===== config.mk =====
export PLATFORM = sky130hd
export DESIGN_NAME = keyspace_word_generator
export DESIGN_NICKNAME = d
export VERILOG_FILES = /design/src/kwg_pkg.sv /design/src/keyspace_word_generator.sv /design/src/kwg_ram.sv
export SDC_FILE = /design/constraint.sdc
export NUM_CORES = 2
export LEC_CHECK = 0
export BUFFER_PORTS_ARGS = -buffer_cell sky130_fd_sc_hd__buf_4
export CAP_MARGIN = 40
export CORE_ASPECT_RATIO = 0.7
export CORE_MARGIN = 5
export CORE_UTILIZATION = 57
export CTS_BUF_LIST = sky130_fd_sc_hd__clkbuf_2
export DETAILED_ROUTE_END_ITERATION = 7
export GPL_ROUTABILITY_DRIVEN = 0
export GPL_TIMING_DRIVEN = 0
export HOLD_SLACK_MARGIN = 0.05
export PLACE_DENSITY_LB_ADDON = 0.15
export SLEW_MARGIN = 20
export SYNTH_ARGS = -nofsm -noshare
export SYNTH_HDL_FRONTEND = slang
export SYNTH_SLANG_ARGS = --single-unit

===== constraint.sdc =====
create_clock -name clk -period 8.55 [get_ports clk]
set_input_delay 1.2825 -clock clk [delete_from_list [all_inputs] [get_ports clk]]
set_output_delay 1.2825 -clock clk [all_outputs]
set_load 0.005 [all_outputs]

===== src/kwg_pkg.sv =====
`timescale 1ns / 1ps
// ----------------------------------------------------------------------------
// Keyspace word generator package
// Constants for the generator: field widths, request, status and register codes, and
// default sizes for the top-level parameters.
// ----------------------------------------------------------------------------
package kwg_pkg;

	localparam int ALPHABET_DEPTH_DEF = 64;
	localparam int MAX_WORD_LEN_DEF   = 16;

	localparam int REQ_W     = 2;
	localparam int ENTRY_W   = 6;
	localparam int CHAR_W    = 8;
	localparam int STATUS_W  = 2;
	localparam int ALEN_W    = 7;
	localparam int WLEN_W    = 5;
	localparam int INDEX_W   = 64;
	localparam int BITCNT_W  = $clog2(INDEX_W);
	localparam int CFG_IDX_W = 2;

	localparam logic [REQ_W-1:0] REQ_LOAD    = 2'd0;
	localparam logic [REQ_W-1:0] REQ_RESTART = 2'd1;
	localparam logic [REQ_W-1:0] REQ_NEXT    = 2'd2;

	localparam logic [STATUS_W-1:0] ST_CHAR      = 2'd0;
	localparam logic [STATUS_W-1:0] ST_ACK       = 2'd1;
	localparam logic [STATUS_W-1:0] ST_EXHAUSTED = 2'd2;

	localparam logic [CFG_IDX_W-1:0] CFG_ALPHABET_LEN = 2'd0;
	localparam logic [CFG_IDX_W-1:0] CFG_WORD_LEN     = 2'd1;
	localparam logic [CFG_IDX_W-1:0] CFG_START_INDEX  = 2'd2;
	localparam logic [CFG_IDX_W-1:0] CFG_END_INDEX    = 2'd3;

	localparam logic [ALEN_W-1:0]  ALEN_RESET  = 7'd26;
	localparam logic [WLEN_W-1:0]  WLEN_RESET  = 5'd4;

endpackage


===== src/keyspace_word_generator.sv =====
`timescale 1ns / 1ps
// Sequence: a load is acknowledged from S_RESP once the response slot is free; a restart
// runs the bit-serial divider over all 64 index bits for each of the n digits (n = word length).
// A next request runs up to n multiply steps in S_POW when end_index is zero, then S_CMP,
// then S_RD and S_WAIT for each character, stalling on rsp_stall, and up to n odometer steps.
// Only one request is in flight at a time; req_stall is high until the sequencer is back in idle.
// Reset loads the register defaults and clears digits, count and state; the alphabet is unset.
// ----------------------------------------------------------------------------
// Keyspace word generator
// Emits brute-force dictionary words over a loadable alphabet, one character
// per response, with a small sequencer around a bit-serial divider and a multiplier.
// ----------------------------------------------------------------------------
module keyspace_word_generator #(
	parameter int ALPHABET_DEPTH = kwg_pkg::ALPHABET_DEPTH_DEF,
	parameter int MAX_WORD_LEN   = kwg_pkg::MAX_WORD_LEN_DEF
) (
	input  logic                           clk,
	input  logic                           arst_n,

	input  logic                           cfg_valid,
	output logic                           cfg_ready,
	input  logic [kwg_pkg::CFG_IDX_W-1:0]  cfg_index,
	input  logic [kwg_pkg::INDEX_W-1:0]    cfg_data,

	input  logic                           req_valid,
	output logic                           req_stall,
	input  logic [kwg_pkg::REQ_W-1:0]      req_type,
	input  logic [kwg_pkg::ENTRY_W-1:0]    entry_index,
	input  logic [kwg_pkg::CHAR_W-1:0]     entry_char,

	output logic                           rsp_valid,
	input  logic                           rsp_stall,
	output logic [kwg_pkg::CHAR_W-1:0]     out_char,
	output logic                           last,
	output logic [kwg_pkg::STATUS_W-1:0]   status
);

	localparam int DW  = $clog2(ALPHABET_DEPTH);
	localparam int RXW = DW + 1;
	localparam int LW  = $clog2(MAX_WORD_LEN + 1);
	localparam int IW  = (MAX_WORD_LEN > 1) ? $clog2(MAX_WORD_LEN) : 1;
	localparam int XW  = kwg_pkg::INDEX_W;
	localparam int PW  = XW + RXW;

	typedef enum logic [7:0] {
		S_IDLE = 8'b0000_0001,
		S_DIV  = 8'b0000_0010,
		S_POW  = 8'b0000_0100,
		S_CMP  = 8'b0000_1000,
		S_RD   = 8'b0001_0000,
		S_WAIT = 8'b0010_0000,
		S_INC  = 8'b0100_0000,
		S_RESP = 8'b1000_0000
	} state_t;

	state_t state_q;

	logic [kwg_pkg::ALEN_W-1:0] alphabet_len_q;
	logic [kwg_pkg::WLEN_W-1:0] word_len_q;
	logic [XW-1:0]              start_index_q;
	logic [XW-1:0]              end_index_q;

	logic [DW-1:0]                 digit_q [MAX_WORD_LEN];
	logic [XW-1:0]                 word_count_q;
	logic [LW-1:0]                 cnt_q;
	logic [kwg_pkg::BITCNT_W-1:0]  bit_q;
	logic [kwg_pkg::STATUS_W-1:0]  resp_q;

	// Divider and range registers carry no reset.
	logic [XW-1:0] dq_q;
	logic [DW-1:0] rem_q;
	logic [XW-1:0] limit_q;

	logic                            rsp_valid_q;
	logic [kwg_pkg::CHAR_W-1:0]      out_char_q;
	logic                            last_q;
	logic [kwg_pkg::STATUS_W-1:0]    status_q;

	logic [RXW-1:0] radix;
	logic [LW-1:0]  wlen;
	logic [LW-1:0]  wlen_m1;
	logic [IW-1:0]  idx;
	logic [DW-1:0]  cur_digit;
	logic [DW-1:0]  fix_digit;
	logic [RXW-1:0] inc_sum;
	logic           inc_wrap;
	logic [RXW-1:0] div_t;
	logic           div_ge;
	logic [RXW-1:0] div_rem;
	logic [XW-1:0]  div_dq;
	logic [PW-1:0]  pow_prod;
	logic           pow_ovf;
	logic           req_accept;
	logic           load_en;
	logic           slot_free;
	logic           cnt_last;
	logic [kwg_pkg::CHAR_W-1:0] ram_rd_data;

	// Effective radix and word length after range repair.
	always_comb begin
		if (alphabet_len_q == '0) begin
			radix = RXW'(1);
		end else if (int'(alphabet_len_q) > ALPHABET_DEPTH) begin
			radix = RXW'(ALPHABET_DEPTH);
		end else begin
			radix = RXW'(alphabet_len_q);
		end
		if (word_len_q == '0) begin
			wlen = LW'(1);
		end else if (int'(word_len_q) > MAX_WORD_LEN) begin
			wlen = LW'(MAX_WORD_LEN);
		end else begin
			wlen = LW'(word_len_q);
		end
	end

	assign wlen_m1   = wlen - LW'(1);
	assign idx       = cnt_q[IW-1:0];
	assign cnt_last  = (cnt_q == wlen_m1);
	assign cur_digit = digit_q[idx];
	// A digit left at or above a smaller radix reads as zero.
	assign fix_digit = ({1'b0, cur_digit} >= radix) ? '0 : cur_digit;
	assign inc_sum   = {1'b0, cur_digit} + RXW'(1);
	assign inc_wrap  = (inc_sum >= radix);

	// One restoring division step: the dividend shifts out as the quotient shifts in.
	assign div_t   = {rem_q, dq_q[XW-1]};
	assign div_ge  = (div_t >= radix);
	assign div_rem = div_ge ? (div_t - radix) : div_t;
	assign div_dq  = {dq_q[XW-2:0], div_ge};

	assign pow_prod = {{RXW{1'b0}}, limit_q} * {{XW{1'b0}}, radix};
	assign pow_ovf  = (pow_prod[PW-1:XW] != '0);

	assign req_accept = req_valid && !req_stall;
	assign load_en    = req_accept && (req_type == kwg_pkg::REQ_LOAD) &&
	                    (int'(entry_index) < ALPHABET_DEPTH);
	assign slot_free  = !rsp_valid_q || !rsp_stall;

	assign req_stall = (state_q != S_IDLE);
	assign cfg_ready = 1'b1;

	kwg_ram #(
		.WIDTH (kwg_pkg::CHAR_W),
		.DEPTH (ALPHABET_DEPTH)
	) u_alphabet (
		.clk     (clk),
		.wr_en   (load_en),
		.wr_addr (DW'(entry_index)),
		.wr_data (entry_char),
		.rd_addr (fix_digit),
		.rd_data (ram_rd_data)
	);

	always_ff @(posedge clk or negedge arst_n) begin
		if (!arst_n) begin
			alphabet_len_q <= kwg_pkg::ALEN_RESET;
			word_len_q     <= kwg_pkg::WLEN_RESET;
			start_index_q  <= '0;
			end_index_q    <= '0;
		end else if (cfg_valid && cfg_ready) begin
			case (cfg_index)
				kwg_pkg::CFG_ALPHABET_LEN: begin
					alphabet_len_q <= cfg_data[kwg_pkg::ALEN_W-1:0];
				end
				kwg_pkg::CFG_WORD_LEN: begin
					word_len_q <= cfg_data[kwg_pkg::WLEN_W-1:0];
				end
				kwg_pkg::CFG_START_INDEX: begin
					start_index_q <= cfg_data;
				end
				kwg_pkg::CFG_END_INDEX: begin
					end_index_q <= cfg_data;
				end
				default: begin
				end
			endcase
		end
	end

	always_ff @(posedge clk or negedge arst_n) begin
		if (!arst_n) begin
			state_q      <= S_IDLE;
			word_count_q <= '0;
			cnt_q        <= '0;
			bit_q        <= '0;
			resp_q       <= kwg_pkg::ST_ACK;
			rsp_valid_q  <= 1'b0;
			for (int i = 0; i < MAX_WORD_LEN; i++) begin
				digit_q[i] <= '0;
			end
		end else begin
			if (rsp_valid_q && !rsp_stall) begin
				rsp_valid_q <= 1'b0;
			end
			case (state_q)
				S_IDLE: begin
					if (req_accept) begin
						case (req_type)
							kwg_pkg::REQ_LOAD: begin
								resp_q  <= kwg_pkg::ST_ACK;
								state_q <= S_RESP;
							end
							kwg_pkg::REQ_RESTART: begin
								for (int i = 0; i < MAX_WORD_LEN; i++) begin
									digit_q[i] <= '0;
								end
								word_count_q <= start_index_q;
								cnt_q        <= wlen_m1;
								bit_q        <= '0;
								state_q      <= S_DIV;
							end
							kwg_pkg::REQ_NEXT: begin
								cnt_q   <= '0;
								state_q <= (end_index_q == '0) ? S_POW : S_CMP;
							end
							default: begin
							end
						endcase
					end
				end
				S_DIV: begin
					bit_q <= bit_q + 1'b1;
					if (bit_q == '1) begin
						digit_q[idx] <= div_rem[DW-1:0];
						if (cnt_q == '0) begin
							resp_q  <= kwg_pkg::ST_ACK;
							state_q <= S_RESP;
						end else begin
							cnt_q <= cnt_q - LW'(1);
						end
					end
				end
				S_POW: begin
					// Full range is radix ** length, saturating at the top of the count.
					if (pow_ovf || cnt_last) begin
						state_q <= S_CMP;
					end
					cnt_q <= cnt_q + LW'(1);
				end
				S_CMP: begin
					cnt_q <= '0;
					if (word_count_q >= limit_q) begin
						resp_q  <= kwg_pkg::ST_EXHAUSTED;
						state_q <= S_RESP;
					end else begin
						word_count_q <= word_count_q + XW'(1);
						state_q      <= S_RD;
					end
				end
				S_RD: begin
					digit_q[idx] <= fix_digit;
					state_q      <= S_WAIT;
				end
				S_WAIT: begin
					if (slot_free) begin
						rsp_valid_q <= 1'b1;
						if (cnt_last) begin
							state_q <= S_INC;
						end else begin
							cnt_q   <= cnt_q + LW'(1);
							state_q <= S_RD;
						end
					end
				end
				S_INC: begin
					digit_q[idx] <= inc_wrap ? '0 : inc_sum[DW-1:0];
					if (!inc_wrap || cnt_q == '0) begin
						state_q <= S_IDLE;
					end else begin
						cnt_q <= cnt_q - LW'(1);
					end
				end
				S_RESP: begin
					if (slot_free) begin
						rsp_valid_q <= 1'b1;
						state_q     <= S_IDLE;
					end
				end
				default: begin
					state_q <= S_IDLE;
				end
			endcase
		end
	end

	always_ff @(posedge clk) begin
		case (state_q)
			S_IDLE: begin
				if (req_accept && req_type == kwg_pkg::REQ_RESTART) begin
					dq_q  <= start_index_q;
					rem_q <= '0;
				end
				if (req_accept && req_type == kwg_pkg::REQ_NEXT) begin
					limit_q <= (end_index_q == '0) ? XW'(1) : end_index_q;
				end
			end
			S_DIV: begin
				dq_q  <= div_dq;
				rem_q <= (bit_q == '1) ? '0 : div_rem[DW-1:0];
			end
			S_POW: begin
				limit_q <= pow_ovf ? '1 : pow_prod[XW-1:0];
			end
			S_WAIT: begin
				if (slot_free) begin
					out_char_q <= ram_rd_data;
					last_q     <= cnt_last;
					status_q   <= kwg_pkg::ST_CHAR;
				end
			end
			S_RESP: begin
				if (slot_free) begin
					out_char_q <= '0;
					last_q     <= 1'b1;
					status_q   <= resp_q;
				end
			end
			default: begin
			end
		endcase
	end

	assign rsp_valid = rsp_valid_q;
	assign out_char  = out_char_q;
	assign last      = last_q;
	assign status    = status_q;

endmodule


===== src/kwg_ram.sv =====
`timescale 1ns / 1ps
// ----------------------------------------------------------------------------
// Generic single-port-write RAM
// One write port and one read port; the read data is registered.
// ----------------------------------------------------------------------------
module kwg_ram #(
	parameter int WIDTH = 8,
	parameter int DEPTH = 64
) (
	input  logic                     clk,
	input  logic                     wr_en,
	input  logic [$clog2(DEPTH)-1:0] wr_addr,
	input  logic [WIDTH-1:0]         wr_data,
	input  logic [$clog2(DEPTH)-1:0] rd_addr,
	output logic [WIDTH-1:0]         rd_data
);

	logic [WIDTH-1:0] mem_q [DEPTH];
	logic [WIDTH-1:0] rd_data_q;

	always_ff @(posedge clk) begin
		if (wr_en) begin
			mem_q[wr_addr] <= wr_data;
		end
		rd_data_q <= mem_q[rd_addr];
	end

	assign rd_data = rd_data_q;

endmodule

==> metrics.md <==
| Metric | Value |
|---|---|
| Status | complete, but fails checks |
| Failing checks | design-rule violations, negative setup slack |
| R2r setup slk | -0.002 ns |
| First-pass GRT wire length | 291,000 um |
| Clock skew | 0.141 ns |
| Largest net degree at the start of global routing | 90 |
| Synth Flop Type | edfxtp_1 |
| Max Cap Viol | 0 |
| Gate count of the mapped netlist | 5,639 |
| Final Max Tran Viols | 0 |
| Area Growth Syn to Fin | 10.8% |
| Metal1 wirelength | 80,900 um |
| Core box area | 102,000 sq um |
| Setup WS post-layout | -0.00174 ns |
| Setup crit end kind | flop |
| Hold Path End | state_q[1]$_DFFE_PN0P_ |
| Static Leak | 27.1 nW |
| H-tree Lvls | 4 |
| EDFF count, synth | 657 |
| Critical path startpoint category | flop |
| # setup viols final | 3 |
| IO Pins | 101 |
| Filler-free cell count of the finished design | 7,651 |
| CP max FO | 10 |
| FP Rows | 98 |
| Yosys Warn Count | 0 |
| Clock slew at reported path FFs | 0.14 ns |
| Slew headroom | 0.287 |
| Met3 routed WL | 33,300 um |
| Crit Path Category | flop to flop |
| Initial antenna violation count | 11 |
| 1st-pass router iterations | 8 |
| Vias per cell | 6.40 |
| Crit path top cell by count | fa_1 |
| Fin. Hold Viols | 0 |
| HP Class | input port to flop |
| Peak supply drop | 176 uV |
| Layout cells sized above 1 | 0.139 |
| Post-route DRC | 1 |
| Worst-skew pair later-pin latency | 1.70 ns |
| Worst-margin pin slew | 1.07 ns |
| Starting density of the core | 0.575 |
| Fin crit period | 8.55 ns |
| Post-synth top area cell | edfxtp_1 |
| CTS tree | done |
| Clock sink count | 987 |
| Routed wire length | 194,000 um |
| PwrDens | 299 nW/um^2 |
| Die width | 394 um |
| Top post-synthesis cells by area | edfxtp_1, dfrtp_1, fa_1 |
| Mapped Nets | 6,221 |
| Number of port buffers | 96 |
| Fmax | 117 MHz |
| Worst path slowest cell | fa_1 |
| DP Wirelength | 145,000 um |
| Top-count cell post-synth | nand2_1 |
| Post-synthesis register bit count | 987 |
| Overall power | 19.5 mW |
| Max clock buf depth | 3 |
| Hold depth | 4 |
| Arrival time worst endpoint | 9.88 ns |
| WL met2 | 74,200 um |
| Synth unique cells | 90 |
| R2R cell count | 31 |
| Hold_sp | req_type[0] |
| Root Driver | clkbuf_2 |
| CP required | 9.88 ns |
| Syn avg cell area | 10.4 sq um |
| Num CTS Buffers | 227 |
| Final Cycle Share | 1.00 |
| Final net count | 6,680 |
| DR iter-0 viols | 6,951 |
| GRT Residual Overflow | 0 |
| Vias | 49,000 |
| Fillers | 8,301 |
| Ys async rst share | 0.326 |
| Post-Syn Area | 58,900 sq um |
| Largest stage delay, worst path | 0.55 ns |
| Vias in the first global route | 46,700 |
| Die area | 110,000 sq um |
| RR Startpoint | alphabet_len_q[6]$_DFFE_PN0P_ |
| RR Endpoint | limit_q[11]$_DFFE_PP_ |
| Total track usage | 0.349 |
| Top layer in use | met5 |
| Seq/Total Area, Yosys | 0.474 |
| Routed WL per cell | 25.4 um |
| Final ANT Viol Nets | 0 |
| Top-area cell type share of the netlist area | 0.335 |
| Commonest cells in the netlist | nand2_1, edfxtp_1, nor2_1, inv_1, dfrtp_1 |
| Die Ht | 279 um |
| Placed cell count | 7,127 |
[power breakdown]
| part | switching (mW) | total, mW | internal [mW] |
|---|---|---|---|
| Sequential | 0.576 | 6.18 | 5.61 |
| Combinational | 6.57 | 10.1 | 3.50 |
| Clock | 2.04 | 3.29 | 1.25 |
[worst max-delay path, delay by kind of cell, from the launching register on]
kind / cells / cell delay (ns)
buffers and inverters: 13 / 2.72
adder cells (fa/ha/maj): 5 / 2.33
AND/OR/NAND/NOR: 8 / 1.91
AO/OA/AOI/OAI: 5 / 0.81
flip-flops: 1 / 0.41
[per-stage QoR]
stage               area [sq um]  utilization  hold slack [ns]   TNS, ns  setup slack (ns)
floorplan                  58900            -            0.444         0              1.88
detailed placement         61900        0.604            0.469    -71.76             -1.20
CTS                        65000        0.634           0.0603         0           0.00425
global route               65300        0.638            0.184    -0.533           -0.0628
finish                     65300        0.638            0.194  -0.00343          -0.00174
global placement           61300        0.599            0.458   -137.74             -2.17
[worst max path at each step]
stage                                              from                     to  slack (ns)  cells past startpoint
after floorplan           alphabet_len_q[6]$_DFFE_PN0P_  limit_q[62]$_DFFE_PP_        1.88                     27
after global placement    alphabet_len_q[6]$_DFFE_PN0P_   limit_q[6]$_DFFE_PP_       -2.17                     24
after detailed placement  alphabet_len_q[6]$_DFFE_PN0P_  limit_q[11]$_DFFE_PP_       -1.20                     26
after CTS                 alphabet_len_q[6]$_DFFE_PN0P_  limit_q[11]$_DFFE_PP_       0.004                     29
after global routing      alphabet_len_q[6]$_DFFE_PN0P_  limit_q[12]$_DFFE_PP_       -0.06                     30
final                     alphabet_len_q[6]$_DFFE_PN0P_  limit_q[11]$_DFFE_PP_      -0.002                     31
[cell type report]
class                           instances  area [sq um]  area share
Clock buffer                          363          1820      0.0278
Multi-Input combinational cell       3972         28500       0.437
Timing Repair Buffer                  246          2250      0.0344
Sequential cell                       987         28000       0.428
Inverter                              344          1300      0.0199
Tap cell                             1350          1690      0.0259
Buffer                                320          1320      0.0202
Antenna cell                            5          12.5    0.000192
Clock inverter                         64           423     0.00648
[placed cells by master, fill, tap and decap left out, types with 39 or more instances in the layout]
master	synthesis	layout
edfxtp_1	657	657
o31ai_1	46	46
or3_1	59	58
nand4_1	55	55
ha_1	184	181
clkinv_1	10	51
buf_4	4	138
mux2_2	142	142
a21oi_1	242	239
and3_1	60	59
nand3_1	115	114
dfrtp_1	316	316
a21o_1	77	77
nor2_1	628	627
o221ai_1	90	90
o211ai_1	50	50
clkbuf_1	282	247
o21ai_0	303	300
a211oi_1	51	47
inv_1	332	330
fa_1	311	311
nor3_1	61	59
xnor2_1	39	39
clkbuf_2	0	377
a31oi_1	85	85
dlygate4sd3_1	0	72
xor2_1	44	43
nand2_1	820	819
o22ai_1	78	78
[layer usage]
metal / vias up / track usage
li1: 21200 / -
met1: 24000 / 0.524
met2: 3391 / 0.447
met3: 439 / 0.164
met4: 8 / 0.101
met5: - / 0.0111
[cells by family (layout without fill, tap and decap cells)]
| logic type | after synthesis | count (layout) | share of synthesized area |
|---|---|---|---|
| XOR/XNOR | 83 | 83 | 0.0123 |
| other | 1 | 6 | 0.0000636 |
| AND/OR/NAND/NOR | 1955 | 1955 | 0.144 |
| multiplexers | 178 | 178 | 0.0396 |
| adder cells (fa/ha/maj) | 495 | 495 | 0.145 |
| buffers and inverters | 680 | 1337 | 0.0448 |
| flip-flops | 987 | 987 | 0.474 |
| AO/OA/AOI/OAI | 1260 | 1260 | 0.140 |
[state kept, by name, summed over array words and instances, names as in the netlist]
register            cells
word_len_q              5
end_index_q            64
state_q                 8
rsp_valid               1
limit_q                64
cnt_q                   5
u_alphabet.mem_q      512
resp_q                  2
dq_q                   64
bit_q                   6
status                  2
rem_q                   6
start_index_q          64
word_count_q           64
last                    1
alphabet_len_q          7
out_char                8
u_alphabet.rd_data      8
digit_q                96
[timing repair]
| item | 4_1_cts | 5_1_grt |
|---|---|---|
| buffers inserted | 6 | 9 |
| endpoints found under the hold margin | 294 | 14 |
| pin swaps | 4 | 8 |
| gates resized for setup | 27 | 32 |
| endpoints found under the setup margin | 68 | 68 |
| hold buffers | 71 | 1 |
Power figures use the tool's default switching activity.
